File: config.mk
export PLATFORM = sky130hd
export DESIGN_NAME = four_digit_segment_display_formatter
export DESIGN_NICKNAME = d
export VERILOG_FILES = /design/src/design/segfmt_pkg.sv /design/src/design/segfmt_queue.sv /design/src/design/segfmt_front.sv /design/src/design/segfmt_back.sv /design/src/design/four_digit_segment_display_formatter.sv
export SDC_FILE = /design/constraint.sdc
export NUM_CORES = 2
export LEC_CHECK = 0
export BUFFER_PORTS_ARGS = -buffer_cell sky130_fd_sc_hd__buf_2
export CAP_MARGIN = 10
export CORE_ASPECT_RATIO = 0.6
export CORE_MARGIN = 2
export CORE_UTILIZATION = 55
export CTS_BUF_LIST = sky130_fd_sc_hd__clkbuf_8
export DETAILED_ROUTE_END_ITERATION = 10
export PLACE_DENSITY = 0.82
export SLEW_MARGIN = 20
export SYNTH_ARGS = -nofsm -noshare
export SYNTH_HDL_FRONTEND = slang
export SYNTH_MEMORY_MAX_BITS = 65536
export SYNTH_SLANG_ARGS = --single-unit
File: constraint.sdc
create_clock -name clk -period 40.6 [get_ports clk]
set_clock_uncertainty 0.15 [all_clocks]
set_input_delay 2.03 -clock clk [delete_from_list [all_inputs] [get_ports clk]]
set_output_delay 2.03 -clock clk [all_outputs]
set_load 0.01 [all_outputs]
File: src/design/segfmt_pkg.sv
// shared types, codes and glyph table of the segment display formatter
package segfmt_pkg;

  localparam int QUEUE_DEPTH = 2;
  localparam int PEEL_STAGES = 7;

  localparam logic [23:0] DEC_MAX    = 24'd9999;
  localparam logic [23:0] HEX_MAX    = 24'h00FFFF;
  localparam logic [23:0] NIBBLE_MAX = 24'd15;
  localparam logic [23:0] FIX_MAX    = 24'd9999000;
  localparam logic [23:0] FIX_INT    = 24'd1000000;
  localparam logic [23:0] FIX_TENTHS = 24'd100000;
  localparam logic [23:0] FIX_HUNDS  = 24'd10000;

  localparam logic [23:0] POW10 [PEEL_STAGES] = '{
    24'd1, 24'd10, 24'd100, 24'd1000, 24'd10000, 24'd100000, 24'd1000000
  };

  localparam logic [7:0] SEG_E = 8'h79;
  localparam logic [7:0] SEG_R = 8'h44;

  typedef enum logic [3:0] {
    ACT_SET    = 4'd0,
    ACT_BLANK  = 4'd1,
    ACT_DEC    = 4'd2,
    ACT_HEX    = 4'd3,
    ACT_BIN    = 4'd4,
    ACT_FIXED  = 4'd5,
    ACT_PT_ON  = 4'd6,
    ACT_PT_OFF = 4'd7,
    ACT_ERROR  = 4'd8
  } action_t;

  typedef enum logic [2:0] {
    FAULT_NONE  = 3'd0,
    FAULT_GLYPH = 3'd1,
    FAULT_POS   = 3'd2,
    FAULT_OVF   = 3'd3,
    FAULT_REQ   = 3'd4
  } fault_t;

  typedef struct packed {
    logic [3:0]  action;
    logic [23:0] operand_value;
    logic [2:0]  position;
  } req_t;

  typedef struct packed {
    logic [7:0] digit_one;
    logic [7:0] digit_two;
    logic [7:0] digit_three;
    logic [7:0] digit_four;
    logic [2:0] fault;
  } res_t;

  typedef struct packed {
    logic [3:0]       mask;
    logic [3:0][7:0]  bytes;
    logic             pt_set;
    logic             pt_clr;
    logic [1:0]       idx;
    fault_t           fault;
  } cmd_t;

  typedef struct packed {
    req_t                        req;
    logic [PEEL_STAGES-1:0][3:0] dec;
    logic [23:0]                 rem;
  } front_t;

  typedef struct packed {
    logic [3:0]  digit;
    logic [23:0] rem;
  } peel_t;

  function automatic logic [7:0] glyph(input logic [3:0] n);
    logic [7:0] g;
    unique case (n)
      4'h0: g = 8'h3F;
      4'h1: g = 8'h06;
      4'h2: g = 8'h5B;
      4'h3: g = 8'h4F;
      4'h4: g = 8'h66;
      4'h5: g = 8'h6D;
      4'h6: g = 8'h7D;
      4'h7: g = 8'h07;
      4'h8: g = 8'h7F;
      4'h9: g = 8'h6F;
      4'hA: g = 8'h77;
      4'hB: g = 8'h7C;
      4'hC: g = 8'h39;
      4'hD: g = 8'h5E;
      4'hE: g = 8'h79;
      4'hF: g = 8'h71;
    endcase
    return g;
  endfunction

endpackage

File: src/design/segfmt_queue.sv
// small register queue between pipeline parts
module segfmt_queue #(
  parameter int WIDTH = 8,
  parameter int DEPTH = segfmt_pkg::QUEUE_DEPTH
) (
  input  logic             clk,
  input  logic             rst,
  input  logic             wr,
  input  logic [WIDTH-1:0] wr_data,
  output logic             full,
  input  logic             rd,
  output logic [WIDTH-1:0] rd_data,
  output logic             empty
);

  localparam int PTR_W = (DEPTH > 1) ? $clog2(DEPTH) : 1;
  localparam int CNT_W = $clog2(DEPTH + 1);
  localparam logic [PTR_W-1:0] LAST  = PTR_W'(DEPTH - 1);
  localparam logic [CNT_W-1:0] LIMIT = CNT_W'(DEPTH);

  logic [WIDTH-1:0] mem [DEPTH];
  logic [PTR_W-1:0] wr_ptr;
  logic [PTR_W-1:0] rd_ptr;
  logic [CNT_W-1:0] count;
  logic             do_wr;
  logic             do_rd;

  assign full    = (count == LIMIT);
  assign empty   = (count == '0);
  assign do_wr   = wr && !full;
  assign do_rd   = rd && !empty;
  assign rd_data = mem[rd_ptr];

  always_ff @(posedge clk) begin
    if (rst) begin
      wr_ptr <= '0;
      rd_ptr <= '0;
      count  <= '0;
    end else begin
      if (do_wr) begin
        wr_ptr <= (wr_ptr == LAST) ? '0 : wr_ptr + 1'b1;
      end
      if (do_rd) begin
        rd_ptr <= (rd_ptr == LAST) ? '0 : rd_ptr + 1'b1;
      end
      if (do_wr && !do_rd) begin
        count <= count + 1'b1;
      end else if (do_rd && !do_wr) begin
        count <= count - 1'b1;
      end
    end
  end

  always_ff @(posedge clk) begin
    if (do_wr) begin
      mem[wr_ptr] <= wr_data;
    end
  end

  a_count_up: assert property (@(posedge clk) disable iff (rst)
    (do_wr && !do_rd) |=> (count == $past(count) + 1'b1))
    else $error("queue count did not follow a lone write");

endmodule

File: src/design/segfmt_front.sv
// front part: takes words, peels decimal digits and builds display commands
module segfmt_front (
  input  logic              clk,
  input  logic              rst,
  input  logic              push,
  input  segfmt_pkg::req_t  request,
  output logic              full,
  output logic              cmd_wr,
  output segfmt_pkg::cmd_t  cmd,
  input  logic              cmd_full
);

  localparam int NS = segfmt_pkg::PEEL_STAGES;

  segfmt_pkg::front_t st  [NS+1];
  segfmt_pkg::front_t nxt [1:NS];
  logic [NS:0]        vld;
  logic               adv;

  function automatic segfmt_pkg::peel_t peel(input logic [23:0] rem,
                                             input logic [23:0] pow);
    segfmt_pkg::peel_t p;
    logic [31:0]       step;
    logic [31:0]       sub;
    p.digit = '0;
    sub     = '0;
    for (int j = 1; j <= 9; j++) begin
      step = 32'(j) * {8'd0, pow};
      if ({8'd0, rem} >= step) begin
        p.digit = 4'(j);
        sub     = step;
      end
    end
    p.rem = rem - sub[23:0];
    return p;
  endfunction

  function automatic logic [3:0][7:0] show(input logic [3:0][3:0] d,
                                           input logic blank);
    logic [3:0][7:0] b;
    logic            lead;
    lead = blank;
    for (int i = 0; i < 3; i++) begin
      if (lead && d[i] == 4'd0) begin
        b[i] = 8'd0;
      end else begin
        b[i] = segfmt_pkg::glyph(d[i]);
        lead = 1'b0;
      end
    end
    b[3] = segfmt_pkg::glyph(d[3]);
    return b;
  endfunction

  function automatic logic [3:0][7:0] err_image(input logic [23:0] code);
    logic [3:0][7:0] b;
    b[0] = segfmt_pkg::SEG_E;
    b[1] = segfmt_pkg::SEG_R;
    b[2] = segfmt_pkg::SEG_R;
    b[3] = (code <= segfmt_pkg::NIBBLE_MAX) ? segfmt_pkg::glyph(code[3:0]) : 8'd0;
    return b;
  endfunction

  assign adv    = !(vld[NS] && cmd_full);
  assign full   = !adv;
  assign cmd_wr = vld[NS] && !cmd_full;

  always_comb begin
    segfmt_pkg::peel_t p;
    for (int k = 1; k <= NS; k++) begin
      nxt[k] = st[k-1];
      p = peel(st[k-1].rem, segfmt_pkg::POW10[NS-k]);
      nxt[k].dec[NS-k] = p.digit;
      nxt[k].rem       = p.rem;
    end
  end

  always_ff @(posedge clk) begin
    if (rst) begin
      vld <= '0;
    end else if (adv) begin
      vld <= {vld[NS-1:0], push};
    end
  end

  always_ff @(posedge clk) begin
    if (adv) begin
      st[0].req <= request;
      st[0].rem <= request.operand_value;
      st[0].dec <= '0;
      for (int k = 1; k <= NS; k++) begin
        st[k] <= nxt[k];
      end
    end
  end

  // command build on the last stage
  always_comb begin
    logic [23:0]     v;
    logic [2:0]      pos;
    logic            pos_ok;
    logic [1:0]      idx;
    logic [3:0][3:0] d;
    logic [6:0][3:0] dec;
    v      = st[NS].req.operand_value;
    pos    = st[NS].req.position;
    dec    = st[NS].dec;
    pos_ok = (pos >= 3'd1) && (pos <= 3'd4);
    idx    = 2'(pos - 3'd1);
    d      = '0;
    cmd.mask   = '0;
    cmd.bytes  = '0;
    cmd.pt_set = 1'b0;
    cmd.pt_clr = 1'b0;
    cmd.idx    = idx;
    cmd.fault  = segfmt_pkg::FAULT_NONE;
    unique case (st[NS].req.action)
      segfmt_pkg::ACT_SET: begin
        if (v > segfmt_pkg::NIBBLE_MAX) begin
          cmd.fault = segfmt_pkg::FAULT_GLYPH;
        end else if (!pos_ok) begin
          cmd.fault = segfmt_pkg::FAULT_POS;
        end else begin
          cmd.mask[idx]  = 1'b1;
          cmd.bytes[idx] = segfmt_pkg::glyph(v[3:0]);
        end
      end
      segfmt_pkg::ACT_BLANK: begin
        if (!pos_ok) begin
          cmd.fault = segfmt_pkg::FAULT_POS;
        end else begin
          cmd.mask[idx] = 1'b1;
        end
      end
      segfmt_pkg::ACT_DEC: begin
        if (v > segfmt_pkg::DEC_MAX) begin
          cmd.fault = segfmt_pkg::FAULT_OVF;
        end else begin
          for (int i = 0; i < 4; i++) begin
            d[i] = dec[3-i];
          end
          cmd.mask  = 4'hF;
          cmd.bytes = show(d, 1'b1);
        end
      end
      segfmt_pkg::ACT_HEX: begin
        if (v > segfmt_pkg::HEX_MAX) begin
          cmd.fault = segfmt_pkg::FAULT_OVF;
        end else begin
          d[0] = v[15:12];
          d[1] = v[11:8];
          d[2] = v[7:4];
          d[3] = v[3:0];
          cmd.mask  = 4'hF;
          cmd.bytes = show(d, 1'b1);
        end
      end
      segfmt_pkg::ACT_BIN: begin
        if (v > segfmt_pkg::NIBBLE_MAX) begin
          cmd.fault = segfmt_pkg::FAULT_OVF;
        end else begin
          for (int i = 0; i < 4; i++) begin
            d[i] = {3'd0, v[3-i]};
          end
          cmd.mask  = 4'hF;
          cmd.bytes = show(d, 1'b0);
        end
      end
      segfmt_pkg::ACT_FIXED: begin
        if (v > segfmt_pkg::FIX_MAX) begin
          cmd.fault = segfmt_pkg::FAULT_OVF;
        end else begin
          cmd.mask = 4'hF;
          if (v >= segfmt_pkg::FIX_INT) begin
            for (int i = 0; i < 4; i++) begin
              d[i] = dec[6-i];
            end
            cmd.bytes = show(d, 1'b1);
          end else if (v >= segfmt_pkg::FIX_TENTHS) begin
            for (int i = 0; i < 4; i++) begin
              d[i] = dec[5-i];
            end
            cmd.bytes       = show(d, 1'b1);
            cmd.bytes[2][7] = 1'b1;
          end else if (v >= segfmt_pkg::FIX_HUNDS) begin
            for (int i = 0; i < 4; i++) begin
              d[i] = dec[4-i];
            end
            cmd.bytes       = show(d, 1'b1);
            cmd.bytes[1][7] = 1'b1;
          end else begin
            for (int i = 0; i < 4; i++) begin
              d[i] = dec[3-i];
            end
            cmd.bytes       = show(d, 1'b0);
            cmd.bytes[0][7] = 1'b1;
          end
        end
      end
      segfmt_pkg::ACT_PT_ON: begin
        if (!pos_ok) begin
          cmd.fault = segfmt_pkg::FAULT_POS;
        end else begin
          cmd.pt_set = 1'b1;
        end
      end
      segfmt_pkg::ACT_PT_OFF: begin
        if (!pos_ok) begin
          cmd.fault = segfmt_pkg::FAULT_POS;
        end else begin
          cmd.pt_clr = 1'b1;
        end
      end
      segfmt_pkg::ACT_ERROR: begin
        cmd.fault = segfmt_pkg::FAULT_REQ;
        cmd.mask  = 4'hF;
        cmd.bytes = err_image(v);
      end
      default: begin
      end
    endcase
    if (cmd.fault == segfmt_pkg::FAULT_GLYPH || cmd.fault == segfmt_pkg::FAULT_POS ||
        cmd.fault == segfmt_pkg::FAULT_OVF) begin
      cmd.mask  = 4'hF;
      cmd.bytes = err_image(24'(cmd.fault));
    end
  end

  a_hold_last: assert property (@(posedge clk) disable iff (rst)
    (vld[NS] && cmd_full) |=> vld[NS])
    else $error("word at the end of the front dropped while queue full");

  a_fault_full: assert property (@(posedge clk) disable iff (rst)
    (cmd_wr && cmd.fault != segfmt_pkg::FAULT_NONE) |-> (cmd.mask == 4'hF))
    else $error("fault command does not rewrite the whole image");

endmodule

File: src/design/segfmt_back.sv
// back part: keeps the display image and applies commands
module segfmt_back (
  input  logic              clk,
  input  logic              rst,
  input  segfmt_pkg::cmd_t  cmd,
  input  logic              cmd_empty,
  output logic              cmd_pop,
  output logic              res_push,
  output segfmt_pkg::res_t  res_word,
  input  logic              res_full
);

  logic [3:0][7:0] image;
  logic [3:0][7:0] image_next;
  logic            go;

  assign go       = !cmd_empty && !res_full;
  assign cmd_pop  = go;
  assign res_push = go;

  always_comb begin
    image_next = image;
    for (int i = 0; i < 4; i++) begin
      if (cmd.mask[i]) begin
        image_next[i] = cmd.bytes[i];
      end
    end
    if (cmd.pt_set) begin
      image_next[cmd.idx][7] = 1'b1;
    end
    if (cmd.pt_clr) begin
      image_next[cmd.idx][7] = 1'b0;
    end
  end

  assign res_word.digit_one   = image_next[0];
  assign res_word.digit_two   = image_next[1];
  assign res_word.digit_three = image_next[2];
  assign res_word.digit_four  = image_next[3];
  assign res_word.fault       = cmd.fault;

  always_ff @(posedge clk) begin
    if (rst) begin
      image <= '0;
    end else if (go) begin
      image <= image_next;
    end
  end

  a_error_shows_e: assert property (@(posedge clk) disable iff (rst)
    (go && cmd.fault != segfmt_pkg::FAULT_NONE) |=> (image[0] == segfmt_pkg::SEG_E))
    else $error("fault did not leave the error image");

  a_point_alone: assert property (@(posedge clk) disable iff (rst)
    go |-> !(cmd.pt_set && cmd.pt_clr) &&
           !((cmd.pt_set || cmd.pt_clr) && cmd.mask != 4'h0))
    else $error("point command mixed with a digit write");

endmodule

File: src/design/four_digit_segment_display_formatter.sv
// top level: four digit seven segment display formatter
// path: a word accepted passes the input register, the peel stages, the command queue and the result queue
// throughput: one word per cycle while the front is not stalled, set by the seven stage decimal digit pipeline
// back pressure on pop holds results in the output queue, then stalls the front
// reset: synchronous, clears the display image and the front's valid bits and empties both queues
module four_digit_segment_display_formatter #(
  parameter int QUEUE_DEPTH = segfmt_pkg::QUEUE_DEPTH
) (
  input  logic              clk,
  input  logic              rst,
  input  logic              push,
  output logic              full,
  input  segfmt_pkg::req_t  request,
  output logic              empty,
  input  logic              pop,
  output segfmt_pkg::res_t  result
);

  localparam int CMD_W = $bits(segfmt_pkg::cmd_t);
  localparam int RES_W = $bits(segfmt_pkg::res_t);

  segfmt_pkg::cmd_t cmd_in;
  segfmt_pkg::cmd_t cmd_out;
  segfmt_pkg::res_t res_in;
  logic             cmd_wr;
  logic             cmd_full;
  logic             cmd_empty;
  logic             cmd_pop;
  logic             res_push;
  logic             res_full;

  segfmt_front u_front (
    .clk      (clk),
    .rst      (rst),
    .push     (push),
    .request  (request),
    .full     (full),
    .cmd_wr   (cmd_wr),
    .cmd      (cmd_in),
    .cmd_full (cmd_full)
  );

  segfmt_queue #(
    .WIDTH (CMD_W),
    .DEPTH (QUEUE_DEPTH)
  ) u_cmd_queue (
    .clk     (clk),
    .rst     (rst),
    .wr      (cmd_wr),
    .wr_data (cmd_in),
    .full    (cmd_full),
    .rd      (cmd_pop),
    .rd_data (cmd_out),
    .empty   (cmd_empty)
  );

  segfmt_back u_back (
    .clk       (clk),
    .rst       (rst),
    .cmd       (cmd_out),
    .cmd_empty (cmd_empty),
    .cmd_pop   (cmd_pop),
    .res_push  (res_push),
    .res_word  (res_in),
    .res_full  (res_full)
  );

  segfmt_queue #(
    .WIDTH (RES_W),
    .DEPTH (QUEUE_DEPTH)
  ) u_res_queue (
    .clk     (clk),
    .rst     (rst),
    .wr      (res_push),
    .wr_data (res_in),
    .full    (res_full),
    .rd      (pop),
    .rd_data (result),
    .empty   (empty)
  );

endmodule
Word-level counts from Yosys, hierarchy flattened
Memory sizes are Yosys's and may differ from the RTL's. A register that Yosys moved wholly into a read port is not among the register bits.
Cells that the tools add are included.
Operators by class
  $add $sub $neg: 16
  $lt $le $gt $ge: 77
  equal/unequal tests: 13
  multiplexer cells: 263
  bitwise operators: 8
  reduce and logical (&&, ||, !) cells: 53
Operators by type and width (count)
  $mux 36: 7
  $mux 8: 28
  $pmux 32 s6: 1
  $mux 24: 7
  $mux 32: 5
  $ge 24x20->1 const B: 6
  $ge 24x10->1 const B: 5
  $ge 24x17->1 const B: 5
  $mux 20: 5
  $ge 24x13->1 const B: 4
  $ge 24x23->1 const B: 4
  $ge 24x3->1 const B: 4
  $ge 24x7->1 const B: 4
  $mux 4: 24
  $mux 3: 29
  $mux 1: 83
  $ge 24x14->1 const B: 3
  $ge 24x16->1 const B: 3
  $ge 24x19->1 const B: 3
  $ge 24x4->1 const B: 3
  $ge 24x6->1 const B: 3
  $ge 24x9->1 const B: 3
  $mux 17: 4
  $and 32x32->32: 2
  other kinds (67): 185
Storage, ports and cells
  register bits: 48
  bits in writable memories: 820
  ROM bits: 2968
  bits of input ports: 35
  output and inout bits: 37
  logic and storage cells: 471
  memories kept: 30
Memory list
  u_front.st: words 8, bits a word 83, read ports 8, clocked after Yosys merged registers in 0, wr ports 8, RTL line segfmt_front.sv:15  | segfmt_pkg::front_t st [NS+1];
  (no name shown): words 16, bits a word 7, read ports 1, clocked after Yosys merged registers in 0, wr ports 0, RTL line segfmt_pkg.sv:78  | unique case (n)
  (no name shown): words 16, bits a word 7, read ports 1, clocked after Yosys merged registers in 0, wr ports 0, RTL line segfmt_pkg.sv:78
  (no name shown): words 16, bits a word 7, read ports 1, clocked after Yosys merged registers in 0, wr ports 0, RTL line segfmt_pkg.sv:78
  (no name shown): words 16, bits a word 7, read ports 1, clocked after Yosys merged registers in 0, wr ports 0, RTL line segfmt_pkg.sv:78
  (no name shown): words 16, bits a word 7, read ports 1, clocked after Yosys merged registers in 0, wr ports 0, RTL line segfmt_pkg.sv:78
  +24 memories

Longest topological paths before layout
An unclocked memory read counts as a cell.
  depth in word-level cells: 23
  mapped depth: 18

By module
From an unflattened synthesis, not the netlist that was laid out.
Unflattened totals
  cell total of the unflattened synthesis: 2834
  area total of the unflattened synthesis: 33957.6 um2
By module, submodules not included
  segfmt_front: instances 1, cells an instance 2350, area an instance 26196.4 um2
  segfmt_queue (u_cmd_queue): instances 1, cells an instance 159, area an instance 3309.4 um2
  segfmt_queue (u_res_queue): instances 1, cells an instance 134, area an instance 2733.9 um2
  segfmt_back: instances 1, cells an instance 191, area an instance 1717.9 um2

Worst setup path after synthesis
OpenSTA, ideal clock, no wires.
  path kind: reg-to-output
  from: register u_cmd_queue.count[1]
  to: output port full
  data arrival time: 16.227 ns
  required time: 38.420 ns
  setup slack: 22.193 ns
  stages on the path, launching flop included: 3
  buffers on the path: 0
  path through: dfxtp_1 nand3b_1 clkinv_1
Between the ends
  word-level cells in the longest chain between the ends: 2
RTL lines
  from (decl): RTL line segfmt_queue.sv:24  | logic [CNT_W-1:0] count;
  from (signal assigned): RTL line segfmt_queue.sv:47  | count <= count + 1'b1;
  from (signal assigned): RTL line segfmt_queue.sv:49  | count <= count - 1'b1;
  $eq 2x2->1: RTL line segfmt_queue.sv:28  | assign full = (count == LIMIT);
  $logic_and 1x1->1: RTL line segfmt_front.sv:64  | assign adv = !(vld[NS] && cmd_full);
  to (decl): RTL line four_digit_segment_display_formatter.sv:12  | output logic full,
Every way passes these cells.

==> metrics.md <==
| Metric | Value |
|---|---|
| Clock sink count | 687 |
| Pin count of the biggest net entering global routing | between 200 and 250 |
| Top post-synthesis cells by area | edfxtp_1 (56%), ha_1 (5.0%), a21oi_1 (3.0%), dfxtp_1 (2.9%), nand2_1 (2.8%) |
| H-tree lvl count | 3 |
| Design Power | 2.06 mW |
| Hold Crit Depth | 0 |
| Total grt overflow | 0 |
| Die Wd | between 300 and 400 µm |
| DRC | 0 |
| Initial Utilization | 55.9% |
| Asr flop ratio synth | 0% |
| Post-CTS resize count | 0 |
| Hpwl dp | 59800 µm |
| Worst min path class | flop to flop |
| CTS tree | built |
| Crit path max fanout | 14 |
| Sw frac | between 30% and 40% |
| Ys flop type | edfxtp_1 |
| CTS root buffer | clkbuf_8 |
| P_int | 1.40 mW |
| CP Data Required Time | 40990 ps |
| Register-to-Register Path Depth | 16 |
| Leakage | 13.9 nW |
| Crit-path cells | inv_1 -> ha_1 -> or3b_2 -> nor4_1 -> a32o_1 -> o21ai_0 -> a21boi_0 -> o21ai_0 -> inv_1 -> ha_1 -> nor3_1 -> o21ai_0 -> o21a_1 -> or4_4 -> or3_1 -> o211ai_1 |
| Critical Path AT | between 6000 and 7000 ps |
| Post-Syn Area | 34200 µm² |
| Number of synthesized flops with an enable pin | 637 |
| RSZ-0062 raised after global routing | false |
| Status | completed |
| Core Region | about 61000 µm² |
| I/O Buffers | 71 |
| Wire per inst | 21.8 µm |
| Clk slew on worst S/H paths | 70 ps |
| Share of layout cells above drive strength 1 | between 10% and 20% |
| Global-route wire length before repair | 130000 µm |
| Final instance area | 37400 µm² |
| Gate count of the mapped netlist | 2903 |
| Die area | about 64000 µm² |
| Sequential element share of the synthesized area | 58.8% |
| Area leader, netlist | edfxtp_1 |
| Drt pass-1 iters | 9 |
| Clk pwr share | a little over a quarter |
| Final #Nets | 3151 |
| Via count | 24300 |
| Final Hold Violating Endpoints | 0 |
| Count leader, synth | edfxtp_1 |
| Antenna violations before repair | 1 |
| NetSw | 657 µW |
| Yosys warns | 0 |
| Synth cell types | 92 |
| Fin cells | approximately 3900 |
| Final setup fails | 0 |
| Startpoint type of the worst setup path | flop |
| DR vias/cell | 6.27 |
| Io pins | 72 |
| Max cap viols | 0 |
| Post-DP Area | 35400 µm² |
| Synth top cells by count | edfxtp_1 (637), nand2_1 (253), a21oi_1 (208) |
| Clock buffer count from CTS | 97 |
| Yosys reg bits | 687 |
| Nature of the critical path endpoint | flop |
| Tightest Pin Transition | roughly 1100 ps |
| Final period utilization | 15.0% |
| Slowest cell on the critical path | o21ai_0 |
| Power Density | 55.0 nW/µm² |
| Hold Slack | ~250 ps |
| Cell mode on critical path | o21ai_0 |
| Synth top area share | a little under three fifths |
| Die Ht | 197 µm |
| Clock Latency Late Sink | around 740 ps |
| Fill cell count | about 4700 |
| Register share of total power | 50.1% |
| Final min period | 6110 ps |
| Max-slew headroom | between 20% and 30% |
| FMAX | between 0.15 and 0.2 GHz |
| Post-CTS Hold Fix Bufs | 0 |
| Syn avg cell area | 11.8 µm² |
| Area Overhead vs Synth | 9.16% |
| Crit-path max cell delay | about 650 ps |
| Max IR drop VDD | 0.0511 mV |
| Final WL | 84800 µm |
| Crit Path Class | flop to flop |
| Vias in the first global route | approximately 23000 |
| Logic gate share of total power | 23.2% |
| # rows | 70 |
| Initial DRC count | between 3000 and 4000 |
| Setup TNS | 0 ps |
| Post-CTS Setup Bufs | 0 |
| Syn_nets | 3082 |
| Max clock buf depth | 3 |
| ANT nets after route | 0 |
| Placed cells | 3700 |
| Global-route usage over all layers | 26.0% |
| RePlAce Congestion | 0.978 |
| Max-slew violation count | 0 |
[per-layer routing]
metal	share of wire, %	vias to the layer above	GRT usage (%)
met2	42	1185	37.0
met3	9.6	120	6.71
met1	46	11900	39.5
met5	0	-	0
li1	-	11200	-
met4	1.8	0	6.57
[cell type report]
class | count | area (µm²) | area share (%)
well taps | 828 | 1040 | 2.77
flip-flops and latches | 687 | 20100 | 53.9
diodes | 1 | 2.50 | 0.00669
clock inverters | 75 | 553 | 1.48
repair buffers | 94 | 573 | 1.53
inverters | 121 | 454 | 1.21
multi-input cells | 1971 | 13200 | 35.4
clock buffers | 103 | 1420 | 3.79
[final timing paths]
| check | endpoint | startpoint | slack, ps |
|---|---|---|---|
| hold reg to reg | u_front.st[0][227] | u_front.st[0][144] | 250 |
| hold / removal | u_front.st[0][227] | u_front.st[0][144] | 250 |
| setup / recovery | u_cmd_queue.mem[1][19] | u_front.st[1][317] | 34490 |
| setup reg to reg | u_cmd_queue.mem[1][19] | u_front.st[1][317] | 34490 |
[power by group through the flow]
stage | combinational (mW) | sequential, mW | clock [mW]
finish | 0.476 | 1.03 | 0.551
global route | 0.522 | 1.04 | 0.595
CTS | 0.470 | 1.03 | 0.565
detailed placement | 0.465 | 1.04 | 0
global placement | 0.447 | 1.03 | 0
floorplan | 0.371 | 0.985 | 0
[cells by family (layout without fill, tap and decap cells)]
family	count (synthesis)	after routing	synth area share, %
and+or+nand+nor	869	869	12.6
AOI/OAI and AO/OA	760	760	14.7
DFF	687	687	58.8
buffers and inverters	245	393	2.73
adders and majority gates	144	144	5.39
xor gates and xnor gates	100	100	2.56
muxes	98	98	3.24
other	0	1	0
[cell usage in the layout (no fill, tap or decap), drive strengths merged, types with 59 or more instances in the layout]
master,n
nor2,196
o21ai,154
inv,162
nand3,62
nor2b,65
edfxtp,637
a21oi,210
clkbuf,103
ha,138
xnor2,59
buf,94
nand2,253
[through the flow]
| step | setup WS, ps | utilization (%) |
|---|---|---|
| floorplan | 22190 | - |
| global placement | 34890 | 57.8 |
| detailed placement | 34680 | 57.8 |
| CTS | 34640 | 61.0 |
| global route | 33970 | 61.1 |
| finish | 34490 | 61.1 |
[worst max-delay path, delay by kind of cell, from the launching register on]
| family | cells | cell delay (ps) |
|---|---|---|
| adders and majority gates | 2 | 580 |
| buffers and inverters | 2 | 350 |
| DFF | 1 | 520 |
| and+or+nand+nor | 5 | 2330 |
| AOI/OAI and AO/OA | 7 | 1990 |
[flip-flops by register name, indices dropped and copies added (netlist names), named ones only]
register            flops
u_back.image           32
u_front.vld             8
u_cmd_queue.mem        84
u_cmd_queue.count       2
u_res_queue.count       2
u_res_queue.wr_ptr      1
u_res_queue.mem        70
u_res_queue.rd_ptr      1
u_front.st            483
u_cmd_queue.wr_ptr      1
u_cmd_queue.rd_ptr      1
Note: power is estimated with default switching activity, not from simulation.
